## config.mk

```make
export PLATFORM = sky130hd
export DESIGN_NAME = command_line_item_tokenizer
export DESIGN_NICKNAME = d
export VERILOG_FILES = /design/src/sv/clit_pkg.sv /design/src/sv/command_line_item_tokenizer.sv
export VERILOG_INCLUDE_DIRS = /design/src /design/src/sv
export SDC_FILE = /design/constraint.sdc
export NUM_CORES = 1
export LEC_CHECK = 0
export ABC_CLOCK_PERIOD_IN_PS = 8900
export BUFFER_PORTS_ARGS = -buffer_cell sky130_fd_sc_hd__buf_2
export CAP_MARGIN = 0
export CORE_MARGIN = 4
export CORE_UTILIZATION = 53
export DETAILED_ROUTE_END_ITERATION = 6
export PLACE_DENSITY = 0.72
export SYNTH_ARGS = -nofsm -noshare
export SYNTH_HDL_FRONTEND = slang
export SYNTH_SLANG_ARGS = --single-unit
export TNS_END_PERCENT = 100
```

## constraint.sdc

```tcl
create_clock -name clk -period 8.9 [get_ports clk]
set_clock_uncertainty 0.1 [all_clocks]
set_input_delay 0.89 -clock clk [delete_from_list [all_inputs] [get_ports clk]]
set_output_delay 0.89 -clock clk [all_outputs]
set_load 0.005 [all_outputs]
```

## src/sv/command_line_item_tokenizer_macros.svh

```systemverilog
// ----------------------------------------------------------------------------
// Command-line item tokenizer: assertion macros
// Property wrappers that share one clock and one reset qualifier.
// ----------------------------------------------------------------------------
`ifndef COMMAND_LINE_ITEM_TOKENIZER_MACROS_SVH
`define COMMAND_LINE_ITEM_TOKENIZER_MACROS_SVH

// Same-cycle implication on clk, off during rst.
`define CLIT_ASSERT_NOW(name, ante, cons, msg) \
  name: assert property (@(posedge clk) disable iff (rst) (ante) |-> (cons)) \
    else $error(msg);

// Next-cycle implication on clk, off during rst.
`define CLIT_ASSERT_NEXT(name, ante, cons, msg) \
  name: assert property (@(posedge clk) disable iff (rst) (ante) |=> (cons)) \
    else $error(msg);

`endif

```

## src/sv/clit_pkg.sv

```systemverilog
// ----------------------------------------------------------------------------
// Command-line item tokenizer: package
// Result codes, error codes, character constants and the result entry type.
// ----------------------------------------------------------------------------
package clit_pkg;

  localparam logic [2:0] KIND_BYTE   = 3'd0;
  localparam logic [2:0] KIND_PLAIN  = 3'd1;
  localparam logic [2:0] KIND_QUOTED = 3'd2;
  localparam logic [2:0] KIND_EMPTY  = 3'd3;
  localparam logic [2:0] KIND_EQUALS = 3'd4;
  localparam logic [2:0] KIND_ERROR  = 3'd5;

  localparam logic [7:0] ERR_OVERFLOW = 8'd1;
  localparam logic [7:0] ERR_UNTERM   = 8'd2;

  localparam logic [7:0] CH_ESC   = 8'h1B;
  localparam logic [7:0] CH_LF    = 8'h0A;
  localparam logic [7:0] CH_TAB   = 8'h09;
  localparam logic [7:0] CH_SPACE = 8'h20;
  localparam logic [7:0] CH_STAR  = 8'h2A;
  localparam logic [7:0] CH_QUOTE = 8'h22;
  localparam logic [7:0] CH_SEMI  = 8'h3B;
  localparam logic [7:0] CH_EQ    = 8'h3D;
  localparam logic [7:0] CH_LC_E  = 8'h65;
  localparam logic [7:0] CH_UC_E  = 8'h45;
  localparam logic [7:0] CH_LC_N  = 8'h6E;
  localparam logic [7:0] CH_UC_N  = 8'h4E;

  localparam logic [7:0] TOKEN_LIMIT_RESET = 8'd255;

  typedef struct packed {
    logic [2:0] kind;
    logic [7:0] tok;
    logic [7:0] len;
    logic       last;
  } result_t;

endpackage

```

## src/sv/command_line_item_tokenizer.sv

```systemverilog
// ----------------------------------------------------------------------------
// Command-line item tokenizer
// Splits a character stream into command-line items, one character per
// request, giving token bytes, item ends and error codes.
// ----------------------------------------------------------------------------
//  channel | dir | tdata                         | tuser        | tlast
//  s_*     | in  | [7:0] char_in                 | -            | end_of_stream
//  m_*     | out | [7:0] token_byte,[15:8] length| [2:0] kind   | last_of_run
//  cfg_*   | in  | cfg_wdata = token_limit       | -            | -
//
//  One input request per cycle while s_tready is high; each gives zero,
//  one or two results. Results pass through a four-entry queue; s_tready
//  needs two free entries. Results leave one per cycle while m_tready is
//  high; each is registered in the queue before it reaches m_*.
//  rst clears mode, count, queue pointers and sets token_limit to 255.
// ----------------------------------------------------------------------------
`include "command_line_item_tokenizer_macros.svh"

module command_line_item_tokenizer (
  input  logic        clk,
  input  logic        rst,
  input  logic        s_tvalid,
  output logic        s_tready,
  input  logic [7:0]  s_tdata,   // [7:0] char_in
  input  logic        s_tlast,
  output logic        m_tvalid,
  input  logic        m_tready,
  output logic [15:0] m_tdata,   // [7:0] token_byte, [15:8] item_length
  output logic [2:0]  m_tuser,   // [2:0] result_kind
  output logic        m_tlast,
  input  logic        cfg_we,
  input  logic [7:0]  cfg_wdata
);

  localparam int unsigned Depth = 4;
  localparam int unsigned PtrW  = $clog2(Depth);
  localparam int unsigned FillW = $clog2(Depth + 1);

  typedef enum logic [2:0] {
    MODE_SKIP,
    MODE_PLAIN,
    MODE_QUOTE,
    MODE_STAR,
    MODE_DISCARD
  } mode_t;

  mode_t      mode, mode_next;
  logic [7:0] count, count_next;
  logic [7:0] token_limit;

  clit_pkg::result_t queue [Depth];
  logic [PtrW-1:0]   wr_ptr, rd_ptr;
  logic [FillW-1:0]  fill, fill_next;

  logic       in_acc, out_acc;
  logic [7:0] c;
  logic       eos;

  clit_pkg::result_t sk, acc, e0, e1;
  logic              sk_has;
  mode_t             sk_mode;
  logic [7:0]        sk_count;
  logic [7:0]        acc_byte;
  mode_t             acc_mode;
  logic [1:0]        n;

  assign c       = s_tdata;
  assign eos     = s_tlast;
  assign in_acc  = s_tvalid && s_tready;
  assign out_acc = m_tvalid && m_tready;

  // skip-blank evaluation of the current character
  always_comb begin
    sk       = '0;
    sk_has   = 1'b0;
    sk_mode  = MODE_SKIP;
    sk_count = '0;
    if (eos || c == clit_pkg::CH_LF || c == clit_pkg::CH_SEMI) begin
      sk_has  = 1'b1;
      sk.kind = clit_pkg::KIND_EMPTY;
    end else if (c == clit_pkg::CH_SPACE || c == clit_pkg::CH_TAB) begin
      sk_has = 1'b0;
    end else if (c == clit_pkg::CH_EQ) begin
      sk_has  = 1'b1;
      sk.kind = clit_pkg::KIND_EQUALS;
    end else if (c == clit_pkg::CH_QUOTE) begin
      sk_mode = MODE_QUOTE;
    end else if (token_limit == 8'd0) begin
      sk_has  = 1'b1;
      sk.kind = clit_pkg::KIND_ERROR;
      sk.tok  = clit_pkg::ERR_OVERFLOW;
      sk_mode = MODE_DISCARD;
    end else begin
      sk_has   = 1'b1;
      sk.kind  = clit_pkg::KIND_BYTE;
      sk.tok   = c;
      sk_mode  = MODE_PLAIN;
      sk_count = 8'd1;
    end
  end

  // byte accepted inside an item, with escape mapping after a star
  always_comb begin
    acc_byte = c;
    acc_mode = MODE_QUOTE;
    if (mode == MODE_STAR) begin
      if (c inside {clit_pkg::CH_LC_E, clit_pkg::CH_UC_E}) begin
        acc_byte = clit_pkg::CH_ESC;
      end else if (c inside {clit_pkg::CH_LC_N, clit_pkg::CH_UC_N}) begin
        acc_byte = clit_pkg::CH_LF;
      end
    end else if (mode == MODE_PLAIN) begin
      acc_mode = MODE_PLAIN;
    end
    acc = '0;
    if (count >= token_limit) begin
      acc.kind = clit_pkg::KIND_ERROR;
      acc.tok  = clit_pkg::ERR_OVERFLOW;
    end else begin
      acc.kind = clit_pkg::KIND_BYTE;
      acc.tok  = acc_byte;
    end
  end

  always_comb begin
    e0         = '0;
    e1         = '0;
    n          = 2'd0;
    mode_next  = mode;
    count_next = count;
    case (mode)
      MODE_PLAIN, MODE_QUOTE, MODE_STAR: begin
        if (mode == MODE_PLAIN && (eos || c == clit_pkg::CH_SPACE || c == clit_pkg::CH_TAB
            || c == clit_pkg::CH_SEMI || c == clit_pkg::CH_EQ || c == clit_pkg::CH_LF)) begin
          e0.kind    = clit_pkg::KIND_PLAIN;
          e0.len     = count;
          e1         = sk;
          n          = sk_has ? 2'd2 : 2'd1;
          mode_next  = sk_mode;
          count_next = sk_count;
        end else if ((mode == MODE_QUOTE && (eos || c == clit_pkg::CH_LF))
                     || (mode == MODE_STAR && eos)) begin
          e0.kind    = clit_pkg::KIND_ERROR;
          e0.tok     = clit_pkg::ERR_UNTERM;
          n          = 2'd1;
          mode_next  = MODE_SKIP;
          count_next = '0;
        end else if (mode == MODE_QUOTE && c == clit_pkg::CH_QUOTE) begin
          e0.kind    = clit_pkg::KIND_QUOTED;
          e0.len     = count;
          n          = 2'd1;
          mode_next  = MODE_SKIP;
          count_next = '0;
        end else if (mode == MODE_QUOTE && c == clit_pkg::CH_STAR) begin
          mode_next = MODE_STAR;
        end else begin
          e0 = acc;
          n  = 2'd1;
          if (acc.kind == clit_pkg::KIND_ERROR) begin
            mode_next  = MODE_DISCARD;
            count_next = '0;
          end else begin
            mode_next  = acc_mode;
            count_next = count + 8'd1;
          end
        end
      end
      MODE_DISCARD: begin
        if (eos || c == clit_pkg::CH_LF || c == clit_pkg::CH_SEMI) begin
          mode_next  = MODE_SKIP;
          count_next = '0;
        end
      end
      default: begin
        e0         = sk;
        n          = sk_has ? 2'd1 : 2'd0;
        mode_next  = sk_mode;
        count_next = sk_count;
      end
    endcase
    e0.last = (n == 2'd1);
    e1.last = 1'b1;
  end

  assign s_tready  = fill <= FillW'(Depth - 2);
  assign m_tvalid  = fill != '0;
  assign m_tuser   = queue[rd_ptr].kind;
  assign m_tdata   = {queue[rd_ptr].len, queue[rd_ptr].tok};
  assign m_tlast   = queue[rd_ptr].last;

  always_comb begin
    fill_next = fill;
    if (in_acc) begin
      fill_next = fill_next + FillW'(n);
    end
    if (out_acc) begin
      fill_next = fill_next - FillW'(1);
    end
  end

  always_ff @(posedge clk) begin
    if (rst) begin
      mode        <= MODE_SKIP;
      count       <= '0;
      token_limit <= clit_pkg::TOKEN_LIMIT_RESET;
      wr_ptr      <= '0;
      rd_ptr      <= '0;
      fill        <= '0;
    end else begin
      if (cfg_we) begin
        token_limit <= cfg_wdata;
      end
      if (in_acc) begin
        mode   <= mode_next;
        count  <= count_next;
        wr_ptr <= wr_ptr + PtrW'(n);
      end
      if (out_acc) begin
        rd_ptr <= rd_ptr + PtrW'(1);
      end
      fill <= fill_next;
    end
  end

  always_ff @(posedge clk) begin
    if (in_acc && n != 2'd0) begin
      queue[wr_ptr] <= e0;
    end
    if (in_acc && n == 2'd2) begin
      queue[wr_ptr + PtrW'(1)] <= e1;
    end
  end

  `CLIT_ASSERT_NOW(a_fill_bound, 1'b1, fill <= FillW'(Depth), "queue overfilled")
  `CLIT_ASSERT_NOW(a_discard_count, mode == MODE_DISCARD, count == 8'd0, "count kept in discard")
  `CLIT_ASSERT_NOW(a_skip_count, mode == MODE_SKIP, count == 8'd0, "count kept while skipping")
  `CLIT_ASSERT_NEXT(a_push_two, in_acc && n == 2'd2 && !out_acc,
                    fill == $past(fill) + FillW'(2), "double push lost an entry")

endmodule

```

# Yosys cells after proc, flatten, opt, wreduce, memory -nomap -nowiden
# Memory sizes are Yosys's and may differ from the RTL's. A register that Yosys moved wholly into a read port is not among the register bits.
# Cells that the tools add are included.
# Widths: inputs -> output; s select.
# totals
n_memories	1
latchBits	0
mem_bits_rw	80
input_bits	22
word_cells	131
rom_bits	0
regBits	26
out_inout_bits	22
# op_classes
mux	70
eq_ne	20
addsub	6
reduce_logical	26
div	0
magnitude_cmp	2
bitwise	0
shifts	0
n_mul	0
# memory_table
memory	depth	width	read_ports	rd_ports_with_merged_regs	write_ports	line	source
queue	4	20	1	1	2	command_line_item_tokenizer.sv:51	clit_pkg::result_t queue [Depth];
# op_table
operator	count
$mux 8	15
$mux 20	3
$mux 11	5
$mux 3	17
$eq 8x6->1 const B	5
$pmux 20 s2	1
$eq 8x7->1 const B	4
$mux 1	19
$eq 8x4->1 const B	2
$pmux 8 s2	1
$mux 2	6
$logic_and 1x1->1	9
$logic_or 1x1->1	9
$mux 9	1
$add 8x1->8 const B	1
$ge 8x8->1	1
$logic_not 8->1	1
$eq 3x2->1 const B	2
$eq 3x3->1 const B	2
$pmux 3 s2	1
$reduce_bool 2->1	3
$ne 5x5->1 const B	1
$add 2x1->2 const B	2
$pmux 2 s2	1
other kinds (12)	12

# Logic depth before layout (Yosys ltp)
# Gate-level depths: netlist (run 1).
# depth
word_depth	13
mapped_depth	16
depth_no_buf	15

# Least setup slack after synthesis (run 1)
# No wires, ideal clock.
# synth_timing
path_type	input-to-reg
start	in s_tdata[6]
end	reg fill[2]
t_required_ns	8.672
path_stages	16
setup_time_ns	0.128
slack_ns	5.049
t_arrival_ns	3.624
path_cell_list	clkbuf_1 > nor3_1 > o2111ai_2 > nand2_1 > o21ai_1 > inv_1 > nor3_1 > nor2_1 > o22ai_1 > ha_1 > fa_1 > mux2i_1 > ha_1 > nand2_1 > xnor2_1 > nor2_1
# synth_via
elab_chain_len	13
elab_cells_between_ends	35
classes_between	add/sub (2); eq/ne (7); mux (13); reduce/logical (13)
# synth_rtl
item	line	source
from (decl)	command_line_item_tokenizer.sv:24	input logic [7:0] s_tdata,
parallel branches: the longest is 8 deep, another holds $eq 8x6->1	n/a	
$pmux 2 s2 *	command_line_item_tokenizer.sv:131	case (mode)
$add 3x2->3 *	command_line_item_tokenizer.sv:194	fill_next = fill_next + FillW'(n);
$mux 3 *	command_line_item_tokenizer.sv:193	if (in_acc) begin
$sub 3x1->3	command_line_item_tokenizer.sv:197	fill_next = fill_next - FillW'(1);
$mux 3 *	command_line_item_tokenizer.sv:196	if (out_acc) begin
to (signal assigned)	command_line_item_tokenizer.sv:221	fill <= fill_next;
to (decl)	command_line_item_tokenizer.sv:53	logic [FillW-1:0] fill, fill_next;
# Every way passes the cells marked *.
# A chain may end at the register's enable or synchronous reset.

# Worst setup path in the final report (run 1)
# layout_timing
start	in s_tdata[5]
end	reg fill[2]
# The elaborated chain is that of the path after synthesis.

==> out/results.txt, run 1 <==
htree depth - 3
Setup crit start kind - primary input
pin count of the biggest net entering global routing - 21
Storage cell area - 0.002603 mm²
max-slew violation count - 0
Final ANT Viol Nets - 0
layout cells sized above 1 - 18.33%
Hold Path Class - reg2reg
DR vias/cell - 6.192
Nets - 641
Hold Path Sink - queue[2][0]
R2R depth - 13
endpoints failing setup - 0
gr usage total - 23.01%
P per Cell Area - 240.1 mW/mm²
Ant. Diodes - 0
hold_sp - queue[2][0]
largest area contributor in the netlist - edfxtp_1
worst skew pair latency - 390 ps
CTS clk-pin slew, worst paths - 100 ps
Critical path origin - s_tdata[5]
max cap viols - 0
drt pass-1 iters - 7
CP endpoint kind - register
DRC violations left - 0
Detailed Place HPWL - 10180 µm
initial antenna violation count - 0
Worst Path Max Fanout - 13
asr flop ratio synth - 0%
Filler cells - 934
post-CTS sizing - 0
Sum Neg Setup Slack - 0 ps
Syn Nets - 614
#FFs+latches synth - 108
CTS root buf - clkbuf_8
Layout area overhead - 8.599%
Worst Tran Pin Value - 1196 ps
I/O Buffers - 43
Yosys warning total - 0
# Post-CTS Setup Buffers - 0
Mapped Cells - 579
TritonCTS clock tree - yes
max frequency - 240.7 MHz
die width - 113.4 µm
Seq/Total Area, Yosys - 44.16%
status - complete, no violations
First DRT Iteration DRCs - 341
Leak - 2.588 nW
GR Overflow Total - 0
Placed Area - 0.006167 mm²
RR Endpoint - fill[2]
R2R Path Start - mode[2]
Final Non-Filler Cells - 751
num ports - 44
FF-to-FF setup slack - 5280 ps
design area - 0.006400 mm²
RSZ-0062 raised after global routing - no
post-detailed-route wirelength per cell - 18.97 µm
final hold vios - 0
leading post-synthesis cells by cell area - edfxtp_1, dfxtp_1, mux4_2
CP arrival - 4320 ps
cell area after synthesis - 0.005893 mm²
DRT Wirelength - 14240 µm
Core Footprint - 0.01084 mm²
hold depth - 1
Yosys cell types - 71
Synth Flop Type - dfxtp_1
routed vias - 4650
area of the multi-input gates - 0.003032 mm²
Required @ worst endpoint - 9070 ps
# hold bufs at CTS - 0
Initial Util - 54.36%
crit share post-route - 46.69%
EDFF count, synth - 44
first-pass GRT wire length - 23300 µm
routability cong. - 0.9492
CTS sink cnt - 108
row count - 38
Crit Path Category - in2reg
Die H - 113.4 µm
VDD IR max - 0.0001489 V
number of global-route vias before repair - 4464
Die Area - 0.01287 mm²
# placed instances - 735
Syn Area/Cell - 10.18 µm²
minimum clock period - 4155 ps
Num CTS Buffers - 9
top cell type's share of synthesized area - 22.42%
clock buffer depth - 2
Slew headroom - 19.73%
-- how the worst max path moves through the flow --
stage	slack, ps	cells past startpoint	end
finish	4740	16	fill[2]
global route	4320	16	fill[2]
detailed placement	4390	16	fill[2]
global placement	4590	16	fill[2]
CTS	4800	16	fill[2]
floorplan	5050	16	fill[2]
-- registers in the layout, indices dropped and copies added, names as in the netlist, named ones only --
signal	cells
count	8
rd_ptr	2
token_limit	8
wr_ptr	2
queue	80
mode	3
fill	3
-- cell usage after synthesis (5+ instances only) --
master / n
mux4_2: 20
and3_1: 5
nor3b_1: 19
nand2_1: 43
a21oi_2: 10
nor3_1: 21
a41oi_1: 6
inv_1: 24
o211ai_1: 8
nor2_1: 62
mux2i_1: 35
clkbuf_1: 19
edfxtp_1: 44
buf_2: 6
ha_1: 12
nor2b_1: 7
nand3_1: 12
dfxtp_1: 64
o22ai_1: 12
o21ai_0: 14
a21oi_1: 34
nand4_1: 8
-- routing by layer --
layer | up-vias | part of all wire, % | global-route usage (%)
met1 | 2239 | 45 | 31.94
met2 | 156 | 46 | 35.43
met3 | 29 | 7.3 | 4.668
li1 | 2226 | - | -
met4 | 0 | 2.5 | 9.535
met5 | - | 0 | 0
-- cell usage in the layout, fill, tap and decap left out, types with 5 or more instances in the layout --
master / count
buf_4: 6
o211ai_1: 8
nor3b_1: 19
edfxtp_1: 44
ha_1: 12
o21ai_0: 14
nand4_1: 8
nor2_1: 62
clkbuf_8: 10
and3_1: 5
nand3_1: 12
a21oi_2: 12
mux4_2: 20
inv_1: 24
dfxtp_1: 64
a21oi_1: 32
o22ai_1: 12
nand2_1: 43
buf_2: 43
nor3_1: 21
nor2b_1: 7
a41oi_1: 6
mux2i_1: 35
-- critical path, stage by stage --
cell	delay [ps]
buf_2	170
and3_1	220
o2111ai_2	330
nand2_1	180
o21ai_1	480
inv_1	230
nor3_1	230
nor2_1	70
o22ai_1	230
ha_1	210
fa_1	410
mux2i_1	200
ha_1	180
nand2_1	60
xnor2_1	160
nor2_1	50
-- cell type report --
class | instances | share of cell area [%]
clock buffers | 11 | 2.542
clock inverters | 5 | 1.095
inverters | 26 | 1.525
multi-input cells | 412 | 47.37
flip-flops and latches | 108 | 40.66
well taps | 140 | 2.737
repair buffers | 49 | 4.066
-- power breakdown --
group / switching [mW] / total [mW] / internal [mW]
registers: 0.0450 / 0.646 / 0.601
clock network: 0.170 / 0.340 / 0.170
logic: 0.324 / 0.551 / 0.226
total: 0.540 / 1.54 / 0.997
-- kinds of logic after synthesis --
logic type / count (synthesis) / share of synthesized area, %
buffers and inverters: 59 / 4.522
adders and majority gates: 13 / 2.887
DFF: 108 / 44.16
muxes: 55 / 13.59
xor gates and xnor gates: 6 / 0.8917
AOI/OAI and AO/OA: 124 / 14.52
and+or+nand+nor: 214 / 19.43
-- per-stage QoR --
step                      power (mW)  worst slack, ps  hold WS, ps  utilization, %
after floorplan                1.051             5049        336.0               -
after global placement         1.194             4592        348.4           56.89
after detailed placement       1.206             4392        358.2           56.89
after CTS                      1.541             4803        381.1           59.04
after global routing           1.623             4325        419.0           59.04
final                          1.537             4745        382.5           59.04
Power figures use the tool's default switching activity.
==> inputs of run 2 (changes only) <==
--- a/config.mk
+++ b/config.mk
@@ -6,13 +6,13 @@
 export SDC_FILE = /design/constraint.sdc
 export NUM_CORES = 1
 export LEC_CHECK = 0
-export ABC_CLOCK_PERIOD_IN_PS = 8900
+export ABC_CLOCK_PERIOD_IN_PS = 3690
 export BUFFER_PORTS_ARGS = -buffer_cell sky130_fd_sc_hd__buf_2
 export CAP_MARGIN = 0
 export CORE_MARGIN = 4
 export CORE_UTILIZATION = 53
 export DETAILED_ROUTE_END_ITERATION = 6
-export PLACE_DENSITY = 0.72
+export PLACE_DENSITY = 0.74
 export SYNTH_ARGS = -nofsm -noshare
 export SYNTH_HDL_FRONTEND = slang
 export SYNTH_SLANG_ARGS = --single-unit
==> constraint.sdc (replaced) <==
create_clock -name clk -period 3.69 [get_ports clk]
set_clock_uncertainty 0.1 [all_clocks]
set_input_delay 0.369 -clock clk [delete_from_list [all_inputs] [get_ports clk]]
set_output_delay 0.369 -clock clk [all_outputs]
set_load 0.005 [all_outputs]
==> run 2 against run 1 <==
- routed wire length rose by 2.7%
- largest power group unchanged
- sequential cell count unchanged
- clock power grew 130%
- largest cell class unchanged
- critical endpoint unchanged
- register-to-register slack lost 4700 ps
- clock-buffer cell count did not move
- power up 140%
- via count is 1.8% higher
- highest routed layer unchanged
- critical path type unchanged
- sequential power is 150% higher
==> out/results.txt, run 2 (synthesis gave the netlist of run 1 again) <==
Setup crit start kind - primary input
CP arrival - 3430 ps
setup ws final - 436.3 ps
Layout area overhead - 10.55%
max frequency - 307.3 MHz
P per Cell Area - 573.9 mW/mm²
Die Area - 0.01287 mm²
Initial Util - 54.36%
Final ANT Viol Nets - 0
Worst Path Max Fanout - 13
num ports - 44
Placed Area - 0.006295 mm²
Nets - 658
most common cell after layout, fill and taps aside - dfxtp_1
cell-by-cell trace of the critical path - buf_2, and3_1, o2111ai_2, nand2_1, o21ai_1, inv_1, nor3_1, nor2_1, o22ai_1, ha_1, fa_1, mux2i_1, ha_1, nand2_1, xnor2_1, nor2_1
number of global-route vias before repair - 4688
# Post-CTS Setup Buffers - 0
RSZ-0062 raised after global routing - no
Num CTS Buffers - 9
Sum Neg Setup Slack - 0 ps
Top Registers - queue: 80 flops, count: 8 flops, token_limit: 8 flops
First DRT Iteration DRCs - 380
initial antenna violation count - 0
max cap viols - 0
Worst Tran Pin Value - 1019 ps
DRC violations left - 0
layout cells sized above 1 - 20.38%
R2R Path Start - mode[1]
design area - 0.006515 mm²
gr usage total - 23.67%
Required @ worst endpoint - 3870 ps
row count - 38
Hold Path Class - in2reg
CP endpoint kind - register
I/O Buffers - 43
VDD IR max - 0.0003665 V
# hold bufs at CTS - 0
CTS root buf - clkbuf_8
Hold Slack - 87.89 ps
GR Overflow Total - 0
DR vias/cell - 6.165
status - complete, no violations
Final Non-Filler Cells - 768
Max stage delay cell, worst path - fa_1
final hold vios - 0
Crit Path Category - in2reg
Die H - 113.4 µm
# placed instances - 752
number of flip-flops in the largest register - 80
Top reg by flops - queue
routability cong. - 0.9388
Hold Path Sink - token_limit[1]
drt pass-1 iters - 5
routed vias - 4735
Core Footprint - 0.01084 mm²
post-detailed-route wirelength per cell - 19.05 µm
Leak - 2.661 nW
TritonCTS clock tree - yes
FF-to-FF setup slack - 580 ps
worst skew pair latency - 390 ps
commonest non-fill, non-tap cells in the layout - dfxtp_1, nor2_1, edfxtp_1
DRT Wirelength - 14630 µm
R2R depth - 12
first-pass GRT wire length - 23930 µm
clock buffer depth - 2
die width - 113.4 µm
endpoints failing setup - 0
Ant. Diodes - 0
Critical Path Max Stage Delay - 420 ps
hold_sp - cfg_wdata[1]
max-slew violation count - 0
minimum clock period - 3254 ps
Detailed Place HPWL - 10830 µm
htree depth - 3
DP Worst Slack - 50.44 ps
crit share post-route - 88.18%
RR Endpoint - fill[2]
pin count of the biggest net entering global routing - 21
Slew headroom - 31.98%
hold depth - 3
post-CTS sizing - 0
CTS clk-pin slew, worst paths - 110 ps
CTS sink cnt - 108
-- run 2: changes by cell type in the layout (fill, tap and decap cells not counted) --
cell	change
clkbuf_8	-1
bufinv_8	-1
clkbuf_1	+1
clkinv_4	+2
clkinv_2	-1
inv_8	+1
buf_4	+17
inv_6	-1
-- run 2: metrics by stage --
stage / power [mW] / utilization (%)
final: 3.739 / 60.10
after global routing: 3.959 / 60.10
after CTS: 3.749 / 60.10
after detailed placement: 2.975 / 58.07
after global placement: 2.929 / 58.07
after floorplan: 2.536 / -
-- run 2: layout make-up --
class | instances | area, µm²
Inverter | 26 | 97.59
Clock inverter | 5 | 67.56
Multi-Input combinational cell | 412 | 3032
Sequential cell | 108 | 2603
Tap cell | 140 | 175.2
Clock buffer | 11 | 152.6
Timing Repair Buffer | 66 | 387.9
Fill cell | 952 | 4325
-- run 2: critical path, delay by kind of cell --
| kind | cells | cell delay [ps] |
|---|---|---|
| xor+xnor | 1 | 160 |
| buf+inv | 2 | 310 |
| mux | 1 | 230 |
| simple gates | 6 | 780 |
| compound gates | 3 | 760 |
| fa+ha+maj | 3 | 820 |
-- run 2: how the worst max path moves through the flow --
stage / slack [ps] / cells after the start / startpoint / end
floorplan: 360 / 16 / s_tdata[6] / fill[2]
global placement: 220 / 16 / s_tdata[5] / fill[2]
CTS: 480 / 16 / s_tdata[5] / fill[2]
global route: 160 / 16 / s_tdata[5] / fill[2]
detailed placement: 50 / 16 / s_tdata[5] / fill[2]
finish: 440 / 16 / s_tdata[5] / fill[2]
-- run 2: power by group --
group	switching, mW	internal [mW]
Sequential	0.147	1.45
Clock	0.422	0.364
Combinational	0.763	0.596
-- run 2: per-layer routing --
layer / routed length [µm] / vias to the layer above / track usage, %
li1: - / 2253 / -
met1: 6518 / 2318 / 30.87
met2: 7126 / 148 / 40.01
met3: 750 / 16 / 4.244
met4: 231 / 0 / 8.013
met5: 0 / - / 0
==> inputs of run 3 (changes only) <==
--- a/config.mk
+++ b/config.mk
@@ -6,6 +6,7 @@
 export SDC_FILE = /design/constraint.sdc
 export NUM_CORES = 1
 export LEC_CHECK = 0
+export ABC_AREA = 1
 export ABC_CLOCK_PERIOD_IN_PS = 3690
 export BUFFER_PORTS_ARGS = -buffer_cell sky130_fd_sc_hd__buf_2
 export CAP_MARGIN = 0
==> run 3 against run 2 <==
- largest power group is now combinational cells
- first-iteration DRC count grew 5.0%
- synthesized cell count grew 47%
- global-route usage grew 1.3 points
==> out/results.txt, run 3 <==
Filler cells - 1021
Mapped Cells - 853
CP endpoint kind - register
drt pass-1 iters - 5
routed vias - 5659
NetSw - 2.043 mW
# placed instances - 1023
endpoints failing setup - 0
DR vias/cell - 5.447
Syn Nets - 888
Crit Path Category - reg2reg
#FFs+latches synth - 108
gr usage total - 24.95%
asr flop ratio synth - 0%
# Post-CTS Setup Buffers - 0
Yosys warning total - 0
Ant. Diodes - 0
max frequency - 322.6 MHz
Num CTS Buffers - 9
# hold bufs at CTS - 0
post-detailed-route wirelength per cell - 15.11 µm
Synth Flop Type - dfxtp_1
Seq/Total Area, Yosys - 42.91%
layout cells sized above 1 - 11.79%
number of global-route vias before repair - 5360
FF-to-FF setup slack - 590 ps
Worst Path Max Fanout - 6
Sum Neg Setup Slack - 0 ps
CTS root buf - clkbuf_16
sequential share of power - 37.2%
most common cell after layout, fill and taps aside - nand2_1
final hold vios - 0
I/O Buffers - 43
htree depth - 3
VDD IR max - 0.0004584 V
GR Overflow Total - 0
Yosys cell types - 35
max cap viols - 0
Nets - 929
top cell type's share of synthesized area - 21.79%
number of flip-flops in the largest register - 80
Final Non-Filler Cells - 1039
Internal - 2.883 mW
CTS clk-pin slew, worst paths - 70 ps
die width - 115.0 µm
Required @ worst endpoint - 3880 ps
setup ws final - 590.2 ps
First DRT Iteration DRCs - 399
cell area after synthesis - 0.006065 mm²
initial antenna violation count - 0
TritonCTS clock tree - yes
DP Worst Slack - 442.5 ps
status - complete, no violations
Top Registers - queue: 80 flops, count: 8 flops, token_limit: 8 flops
Clk pwr share - 19.8%
routability cong. - 0.8688
count leader, synth - nand2_1
Top reg by flops - queue
Combinational Power Share - 43.0%
Core Footprint - 0.01103 mm²
CP arrival - 3290 ps
Final ANT Viol Nets - 0
Slew headroom - 48.10%
CTS sink cnt - 108
commonest non-fill, non-tap cells in the layout - nand2_1, nor2_1, inv_1
largest area contributor in the netlist - edfxtp_1
num ports - 44
minimum clock period - 3100 ps
pin count of the biggest net entering global routing - 33
Syn Area/Cell - 7.110 µm²
DRT Wirelength - 15700 µm
first-pass GRT wire length - 26160 µm
Worst Tran Pin Value - 777.6 ps
max-slew violation count - 0
RSZ-0062 raised after global routing - no
Detailed Place HPWL - 10950 µm
DRC violations left - 0
row count - 38
Initial Util - 54.98%
Layout area overhead - 11.06%
post-CTS sizing - 0
clock buffer depth - 2
worst skew pair latency - 360 ps
P per Cell Area - 731.3 mW/mm²
Hold Path Class - in2reg
leading post-synthesis cells by cell area - edfxtp_1, dfxtp_1, nand2_1
Switching Share - 41.47%
Die H - 115.0 µm
Synth top cells by count - nand2_1, nor2_1, inv_1
Setup crit start kind - register
crit share post-route - 84.01%
EDFF count, synth - 44
Die Area - 0.01322 mm²
Power Total - 4.925 mW
Leak - 3.350 nW
==> run 3: layer usage <==
metal | global-route usage, % | share of wire [%]
met1 | 33.60 | 44
met5 | 0 | 0
met4 | 7.825 | 1.5
met2 | 40.43 | 47
met3 | 5.263 | 7.9
==> run 3: kinds of logic after synthesis <==
family / count (synthesis) / share of synthesized area [%]
multiplexers: 1 / 0.1651
buffers and inverters: 146 / 9.697
adder cells (fa/ha/maj): 13 / 2.806
AO/OA/AOI/OAI: 157 / 13.99
XOR/XNOR: 2 / 0.2889
flip-flops: 108 / 42.91
AND/OR/NAND/NOR: 426 / 30.14
==> run 3: final cells by class <==
| class | instances | area (µm²) | share of cell area [%] |
|---|---|---|---|
| multi-input combinational | 599 | 2874 | 42.67 |
| sequential | 108 | 2603 | 38.64 |
| clock buffer | 10 | 250.2 | 3.715 |
| clock inverter | 6 | 51.30 | 0.7617 |
| inverter | 115 | 431.7 | 6.409 |
| tap | 140 | 175.2 | 2.601 |
| timing repair buffer | 61 | 350.3 | 5.202 |
==> run 3: per-stage QoR <==
stage / utilization [%] / hold slack [ps] / instance area [µm²]
finish: 61.06 / 122.2 / 6735
detailed placement: 58.33 / 359.2 / 6434
CTS: 61.06 / 109.8 / 6735
floorplan: - / 336.4 / 6065
global placement: 58.33 / 354.8 / 6434
global route: 61.06 / 126.1 / 6735
==> run 3: path summary, 6_finish.rpt <==
path,from,endpoint,cells past startpoint
worst min-delay path,cfg_wdata[4],token_limit[4],3
worst min register to register,rd_ptr[1],rd_ptr[1],2
worst max-delay path,mode[1],fill[1],14
worst max register to register,mode[1],fill[1],14
==> run 3: power by group through the flow <==
stage / logic, mW / registers [mW] / clock network (mW)
5_1_grt: 2.44 / 1.87 / 1.04
3_5_place_dp: 2.10 / 1.85 / 0
3_3_place_gp: 2.04 / 1.83 / 0
6_report: 2.12 / 1.83 / 0.975
2_1_floorplan: 1.49 / 1.80 / 0
4_1_cts: 2.11 / 1.83 / 0.993
==> run 3: critical path, stage by stage, from the launching register on <==
cell,delay (ps)
dfxtp_1,430
nand2_1,110
nor2_2,150
nand3_1,190
nor2_1,320
inv_1,110
nand3_1,90
nand2_1,160
ha_1,240
fa_1,420
mux2i_1,180
ha_1,260
nand2_1,60
nand2_1,50
a21oi_1,130
